**src/sv/fxc_pkg.sv**
```systemverilog
package fxc_pkg;

	localparam int unsigned MIN_FRAME_BYTES = 6;
	localparam int unsigned PAYLOAD_START   = 5;

	typedef enum logic [2:0] {
		CFG_START_BYTE    = 3'd0,
		CFG_END_BYTE      = 3'd1,
		CFG_TYPE_COMMAND  = 3'd2,
		CFG_TYPE_RESPONSE = 3'd3,
		CFG_TYPE_STATUS   = 3'd4,
		CFG_TYPE_ERROR    = 3'd5
	} cfg_index_t;

	typedef enum logic [2:0] {
		ST_OK        = 3'd0,
		ST_MALFORMED = 3'd1,
		ST_LENGTH    = 3'd2,
		ST_CHECKSUM  = 3'd3,
		ST_TYPE      = 3'd4
	} status_t;

	typedef enum logic {
		KIND_PAYLOAD = 1'b0,
		KIND_STATUS  = 1'b1
	} kind_t;

	typedef struct packed {
		logic [7:0] rx_byte;
		logic       frame_last;
	} rx_item_t;

	typedef struct packed {
		logic       item_kind;
		logic [7:0] payload_byte;
		logic [7:0] payload_index;
		logic [2:0] frame_status;
		logic [7:0] recipient;
		logic [7:0] frame_type;
		logic [7:0] frame_len;
	} res_item_t;

	typedef struct packed {
		logic [7:0] start_byte;
		logic [7:0] end_byte;
		logic [7:0] type_command;
		logic [7:0] type_response;
		logic [7:0] type_status;
		logic [7:0] type_error;
	} cfg_t;

	typedef struct packed {
		logic [7:0] last_byte;
		logic       start_matched;
		logic [7:0] xor_sum;
		logic [7:0] held_type;
		logic [7:0] held_length;
	} frame_info_t;

endpackage

```
**src/sv/frame_receiver_xor_checksum.sv**
```systemverilog
// latency: a byte accepted into the input register reaches the result register when the frame state advances
// throughput: one byte per cycle while the result output is not stalled, set by the single-stage frame state update
// bytes that produce no result (header bytes) still pass through the input register and advance the frame state
// reset: asynchronous, active low; clears frame state and handshake valids
// and loads the default delimiter and type registers
module frame_receiver_xor_checksum
	import fxc_pkg::*;
#(
	parameter int unsigned POSITION_LIMIT = 511
) (
	input  logic       clk,
	input  logic       arst_n,
	input  logic       cfg_we,
	input  logic [2:0] cfg_index,
	input  logic [7:0] cfg_wdata,
	input  logic       rx_valid,
	output logic       rx_ready,
	input  rx_item_t   rx_data,
	output logic       res_valid,
	input  logic       res_ready,
	output res_item_t  res_data
);

	localparam int unsigned PW = $clog2(POSITION_LIMIT + 1);

	cfg_t        cfg_q;
	logic        valid_s1;
	rx_item_t    item_s1;
	logic        res_valid_q;
	res_item_t   res_q;
	logic [PW-1:0] pos_q;
	logic [7:0]  xor_q;
	logic        start_q;
	logic [7:0]  recip_q;
	logic [7:0]  type_q;
	logic [7:0]  len_q;
	logic        advance;
	frame_info_t info;
	status_t     status;
	logic [PW-1:0] idx_full;
	logic [7:0]  idx_sat;
	logic        has_payload;

	// configuration registers
	always_ff @(posedge clk or negedge arst_n) begin
		if (!arst_n) begin
			cfg_q.start_byte    <= 8'd170;
			cfg_q.end_byte      <= 8'd85;
			cfg_q.type_command  <= 8'd1;
			cfg_q.type_response <= 8'd2;
			cfg_q.type_status   <= 8'd3;
			cfg_q.type_error    <= 8'd4;
		end else if (cfg_we) begin
			unique case (cfg_index)
				CFG_START_BYTE:    cfg_q.start_byte    <= cfg_wdata;
				CFG_END_BYTE:      cfg_q.end_byte      <= cfg_wdata;
				CFG_TYPE_COMMAND:  cfg_q.type_command  <= cfg_wdata;
				CFG_TYPE_RESPONSE: cfg_q.type_response <= cfg_wdata;
				CFG_TYPE_STATUS:   cfg_q.type_status   <= cfg_wdata;
				CFG_TYPE_ERROR:    cfg_q.type_error    <= cfg_wdata;
				default: ;
			endcase
		end
	end

	assign advance  = valid_s1 && (!res_valid_q || res_ready);
	assign rx_ready = !valid_s1 || advance;

	// input register
	always_ff @(posedge clk or negedge arst_n) begin
		if (!arst_n) begin
			valid_s1 <= 1'b0;
		end else if (rx_ready) begin
			valid_s1 <= rx_valid;
		end
	end

	always_ff @(posedge clk) begin
		if (rx_ready && rx_valid) begin
			item_s1 <= rx_data;
		end
	end

	assign info.last_byte     = item_s1.rx_byte;
	assign info.start_matched = start_q;
	assign info.xor_sum       = xor_q;
	assign info.held_type     = type_q;
	assign info.held_length   = len_q;

	fxc_check #(
		.PW(PW)
	) u_check (
		.byte_pos (pos_q),
		.info     (info),
		.cfg      (cfg_q),
		.status   (status)
	);

	assign has_payload = pos_q >= PW'(PAYLOAD_START);
	assign idx_full    = pos_q - PW'(PAYLOAD_START);
	assign idx_sat     = (|idx_full[PW-1:8]) ? 8'hff : idx_full[7:0];

	// frame state
	always_ff @(posedge clk or negedge arst_n) begin
		if (!arst_n) begin
			pos_q   <= '0;
			xor_q   <= '0;
			start_q <= 1'b0;
			recip_q <= '0;
			type_q  <= '0;
			len_q   <= '0;
		end else if (advance) begin
			if (item_s1.frame_last) begin
				pos_q   <= '0;
				xor_q   <= '0;
				start_q <= 1'b0;
				recip_q <= '0;
				type_q  <= '0;
				len_q   <= '0;
			end else begin
				if (pos_q == '0) begin
					start_q <= (item_s1.rx_byte == cfg_q.start_byte);
				end else begin
					xor_q <= xor_q ^ item_s1.rx_byte;
					if (pos_q == PW'(1)) begin
						recip_q <= item_s1.rx_byte;
					end
					if (pos_q == PW'(2)) begin
						type_q <= item_s1.rx_byte;
					end
					if (pos_q == PW'(3)) begin
						len_q <= item_s1.rx_byte;
					end
				end
				if (pos_q < PW'(POSITION_LIMIT)) begin
					pos_q <= pos_q + PW'(1);
				end
			end
		end
	end

	// result register
	always_ff @(posedge clk or negedge arst_n) begin
		if (!arst_n) begin
			res_valid_q <= 1'b0;
		end else if (advance) begin
			res_valid_q <= item_s1.frame_last || has_payload;
		end else if (res_ready) begin
			res_valid_q <= 1'b0;
		end
	end

	always_ff @(posedge clk) begin
		if (advance) begin
			res_q.recipient  <= recip_q;
			res_q.frame_type <= type_q;
			res_q.frame_len  <= len_q;
			if (item_s1.frame_last) begin
				res_q.item_kind     <= KIND_STATUS;
				res_q.payload_byte  <= 8'd0;
				res_q.payload_index <= 8'd0;
				res_q.frame_status  <= status;
			end else begin
				res_q.item_kind     <= KIND_PAYLOAD;
				res_q.payload_byte  <= item_s1.rx_byte;
				res_q.payload_index <= idx_sat;
				res_q.frame_status  <= ST_OK;
			end
		end
	end

	assign res_valid = res_valid_q;
	assign res_data  = res_q;

`ifndef SYNTHESIS
	a_clear_after_last: assert property (@(posedge clk) disable iff (!arst_n)
		advance && item_s1.frame_last |=> pos_q == '0 && xor_q == '0 && !start_q)
		else $error("frame state not cleared after last byte");

	a_pos_count: assert property (@(posedge clk) disable iff (!arst_n)
		advance && !item_s1.frame_last && pos_q < PW'(POSITION_LIMIT)
		|=> pos_q == $past(pos_q) + PW'(1))
		else $error("byte position did not advance");

	a_status_clean: assert property (@(posedge clk) disable iff (!arst_n)
		res_valid_q && res_q.item_kind == KIND_STATUS
		|-> res_q.payload_byte == 8'd0 && res_q.payload_index == 8'd0)
		else $error("status transfer carries payload data");

	a_payload_ok: assert property (@(posedge clk) disable iff (!arst_n)
		res_valid_q && res_q.item_kind == KIND_PAYLOAD |-> res_q.frame_status == ST_OK)
		else $error("payload transfer carries a status");
`endif

endmodule

```
**src/sv/fxc_check.sv**
```systemverilog
module fxc_check
	import fxc_pkg::*;
#(
	parameter int unsigned PW = 9
) (
	input  logic [PW-1:0] byte_pos,
	input  frame_info_t   info,
	input  cfg_t          cfg,
	output status_t       status
);

	logic [PW:0] total;
	logic [PW:0] expected;
	logic        type_known;

	assign total    = {1'b0, byte_pos} + (PW+1)'(1);
	assign expected = (PW+1)'(MIN_FRAME_BYTES) + (PW+1)'(info.held_length);

	assign type_known = (info.held_type == cfg.type_command)
		|| (info.held_type == cfg.type_response)
		|| (info.held_type == cfg.type_status)
		|| (info.held_type == cfg.type_error);

	always_comb begin
		if (total < (PW+1)'(MIN_FRAME_BYTES) || !info.start_matched
			|| info.last_byte != cfg.end_byte) begin
			status = ST_MALFORMED;
		end else if (total != expected) begin
			status = ST_LENGTH;
		end else if (info.xor_sum != 8'd0) begin
			status = ST_CHECKSUM;
		end else if (!type_known) begin
			status = ST_TYPE;
		end else begin
			status = ST_OK;
		end
	end

endmodule

```
**config.mk**
```make
export PLATFORM = sky130hd
export DESIGN_NAME = frame_receiver_xor_checksum
export DESIGN_NICKNAME = d
export VERILOG_FILES = /design/src/sv/fxc_pkg.sv /design/src/sv/frame_receiver_xor_checksum.sv /design/src/sv/fxc_check.sv
export SDC_FILE = /design/constraint.sdc
export NUM_CORES = 1
export LEC_CHECK = 0
export BUFFER_PORTS_ARGS = -buffer_cell sky130_fd_sc_hd__buf_4
export CORE_AREA = 5 5 115 117
export DETAILED_ROUTE_END_ITERATION = 10
export DIE_AREA = 0 0 120 122
export GPL_TIMING_DRIVEN = 0
export PLACE_DENSITY = 0.76
export SETUP_SLACK_MARGIN = 0.05
export SYNTH_ARGS = -nofsm -noshare
export SYNTH_HDL_FRONTEND = slang
export SYNTH_SLANG_ARGS = --single-unit
```
**constraint.sdc**
```tcl
create_clock -name clk -period 2.95 [get_ports clk]
set_clock_uncertainty 0.1 [all_clocks]
set_input_delay 0.1475 -clock clk [delete_from_list [all_inputs] [get_ports clk]]
set_output_delay 0.1475 -clock clk [all_outputs]
set_load 0.03 [all_outputs]
```
==> results.md <==
- On the final layout, the worst hold slack is 0.251 ns.
- The CTS tree is built.
- The number of antenna violations at the first check in global routing is 0.
- The top cell types in the final layout, fill and taps aside, are dfrtp_1, buf_4, nand2_1.
- The share of flip-flops with an asynchronous set or reset after synthesis is 0.634.
- The die outline width is 120 um.
- The commonest non-fill, non-tap cell in the layout is dfrtp_1.
- The largest family of logic cells by synthesized area is simple AND/OR/NAND/NOR gates.
- Yosys mapped a number of flops with a built-in enable equal to 53.
- The final net count is 690.
- The final max-slew violation count is 0.
- The total global routing overflow is 0.
- The detailed router finished its first iteration with 233 violations.
- The die covers 0.0146 mm2.
- The flow ran to the end, and the final reports show no timing, DRC or antenna violations.
- The proportion of synthesized area in mux cells is 0.0816.
- At the later pin of the worst-skew pair, clock insertion delay measures 0.42 ns.
- After technology mapping, the gate count stands at 548.
- Among cell families on the critical path, the largest total delay comes from simple AND/OR/NAND/NOR gates.
- For this run, the number of standard cells in the final layout without fillers is 822.
- Setup repair after global routing could not meet its margin everywhere.
- After clock tree synthesis, the clock-pin slew on the worst setup and hold paths is 0.06 ns.
- Once detail routing completed, the nets flagged for antenna violations numbered 0.
- Of the total synthesized cell area, the portion taken by AND, OR, NAND and NOR gates is 0.115.
- The number of setup violations in the final report is 0.
- Counting instances, the worst hold path has a depth of 3.
- For this configuration, the core starts out at a cell density of 0.541.
- Walking the worst path, the cells encountered are clkbuf_2 > inv_1 > ha_1 > a21oi_1 > nor2_1 > a2bb2oi_1 > o21ai_0 > nand4_1 > nand3_1 > nor4_4.
- The number of buffers and inverters on the critical path is 2.
- The global-route wire length before repair is 23.4 mm.
- For this design, the slowest cell found on the critical path is ha_1.
- In the final routed layout, each cell accounts on average for 17.3 um.
- The share of layout cells above drive strength 1 is 0.283.
- Compared with the post-synthesis result, the final layout area differs by 23.2%.
- For this run, the slowest stage of the critical path takes 0.45 ns.
- The total inserted antenna cells is 0.
- The critical path runs through a total of 10 cells.
- After detailed routing, the met3 layer carries 813 um of wire.
- At the pin with the least slew margin, the transition time is 1.30 ns.
- The met2 wirelength from detailed routing is 6.95 mm.
- The number of nets in the synthesized netlist is 579.
- The count of clock tree sinks is 145.
- The number of failing hold endpoints at the final stage is 0.
- The sort of element at the start of the critical path is a register.
- The highest routed metal layer is met4.
- The first-pass detailed-route iteration total is 5.
- Of the synthesized area, sequential elements account for 0.590.
- The worst min-delay path category is input pin to register.
- The maximum number of pins on one net before global-route repair is 93.
- The wire length the detailed router placed on met1 is 6.18 mm.
- Counting flops and latches in the post-synthesis netlist gives 145.
- The core region is 0.0123 mm2.
- Of the available clock period, the critical path in the final layout requires 0.966.
- Across every metal layer, demand over resource in global routing totals 0.208.
- The count of buffers added on input and output ports is 68.
- The height of the die is 122 um.
- The tree is rooted in a clkbuf_16.
- Based on the critical path, the design can be clocked at up to 0.351 GHz.
- The clock period minus final worst setup slack is 2.85 ns.
- The placed instances occupy a cell area of 0.00733 mm2.
- Synthesis instantiated 49 different standard cells from the library.
- For this design the top-level I/O count stands at 71.
- The maximum resistive drop on vdd is 0.000366 V.
- The total instance count after detailed placement is 766.
- The depth of the most critical reg-to-reg path is 10.
- The worst pin sits at a relative slew slack of 0.127.
- Using the TritonRoute via totals, the vias-per-cell ratio works out to 5.47.
- Detailed placement finished with a half-perimeter wire length of 9.90 mm.
- The placer congestion estimate is 0.847.
- Of all nets on the critical path, the largest fanout is 10.
- The post-synthesis area per instance is 12.1 um2.
- After detailed routing, the number of remaining DRC violations is 0.
- The total wire length after detailed routing is 14.2 mm.
- The Yosys step of the flow raised 0 warnings.
- The worst setup path is of the register to register kind.
- The number of global-route vias before repair came to 4501.
- The via total after detailed routing is 4496.
- The arrival time at the worst endpoint is 2.98 ns.
- Of the total synthesized cell area, the portion taken by XOR and XNOR cells is 0.112.
- For this run, the leading register cell type out of synthesis is dfrtp_1.
- The post-route standard cell area excluding fillers is 0.00816 mm2.
- The worst-case clock buffer depth is 2.
- The share of synthesized cell area in full adder, half adder and majority cells is 0.0113.
- The power per cell area is 761 mW/mm2.
- The total clock buffers created by CTS is 17.
- The total of max-cap violations is 0.
- CTS built an H-tree with a depth of 4.
- The row count is 41.
- At the worst endpoint, the required time is 3.08 ns.
- The worst setup path is captured at a register.
- The sum of negative setup slack is 0 ns.
- The post-synthesis compound-gate area fraction is 0.0619.
- The static leakage is 0.00342 uW.
- Summing every instance area after synthesis gives 0.00663 mm2.
cells in the mapped netlist, types with 7 or more instances:
cell      instances  area share
a21oi_1          15       0.011
clkbuf_1         18       0.010
dfrtp_1          79        0.30
dfstp_2          13       0.052
edfxtp_1         53        0.24
inv_1            15      0.0085
mux2_2           48       0.082
nand2_1          61       0.035
nand3_1           9      0.0068
nand4_1          11       0.010
nor2_1           26       0.015
nor3_1            7      0.0053
nor4_1            8      0.0076
o21ai_0          38       0.029
xnor2_1          42       0.056
xor2_1           40       0.053
cells by family (layout without fill, tap and decap cells):
kind of cell | count (synthesis) | in the layout
DFF | 145 | 145
xor gates and xnor gates | 83 | 83
and+or+nand+nor | 149 | 149
muxes | 48 | 48
adders and majority gates | 6 | 6
buffers and inverters | 44 | 168
AOI/OAI and AO/OA | 73 | 73
final timing paths:
check                              from      endpoint  slack, ns
max reg2reg                    pos_q[0]  res_data[26]       0.10
min in group asynchronous        arst_n      pos_q[6]       0.36
min                        cfg_index[1]     cfg_q[42]       0.25
max in group asynchronous        arst_n      pos_q[1]       1.55
min reg2reg                   type_q[7]  res_data[15]       0.34
max                            pos_q[0]  res_data[26]       0.10
state kept, by name, summed over array words and instances (netlist names):
register   count
cfg_q         48
info           8
item_s1        1
len_q          8
pos_q          9
recip_q        8
res_data      44
res_valid      1
start_q        1
type_q         8
valid_s1       1
xor_q          8
metal layers:
metal | up-vias | global-route usage
met1 | 2198 | 0.272
met4 | 0 | 0.0859
met2 | 136 | 0.337
met3 | 24 | 0.0492
li1 | 2138 | -
met5 | - | 0
what timing repair did:
| action | 4_1_cts | 5_1_grt |
|---|---|---|
| hold buffers | 21 | 0 |
| resized for setup | 3 | 3 |
| setup endpoints to repair | 1 | 6 |
| endpoints found under the hold margin | 138 | 0 |
| buffers inserted | 0 | 3 |
metrics by stage:
stage,utilization,total power [uW],setup WS [ns]
6_report,0.666,6210,0.100
5_1_grt,0.666,6510,0.00141
4_1_cts,0.663,6240,0.0588
3_5_place_dp,0.598,4120,-0.00738
3_3_place_gp,0.598,4050,-0.357
2_1_floorplan,-,3700,0.199
report_power, final:
group	leakage [uW]	internal (uW)	switching [uW]
Clock	0.000279	1190	895
Combinational	0.00148	609	749
Sequential	0.00166	2520	246
tightest hold or removal path, delay by kind of cell:
family,cells,cell delay (ns)
multiplexers,1,0.24
buffers and inverters,1,0.19
AND/OR/NAND/NOR,1,0.16
cell type report:
class / instances / area [um2]
Multi-Input combinational cell: 359 / 2550
Timing Repair Buffer: 92 / 743
Clock buffer: 18 / 429
Fill cell: 922 / 4100
Inverter: 15 / 57.6
Buffer: 29 / 136
Sequential cell: 145 / 3910
Tap cell: 150 / 188
Clock inverter: 14 / 148
Note: power is estimated with default switching activity, not from simulation.
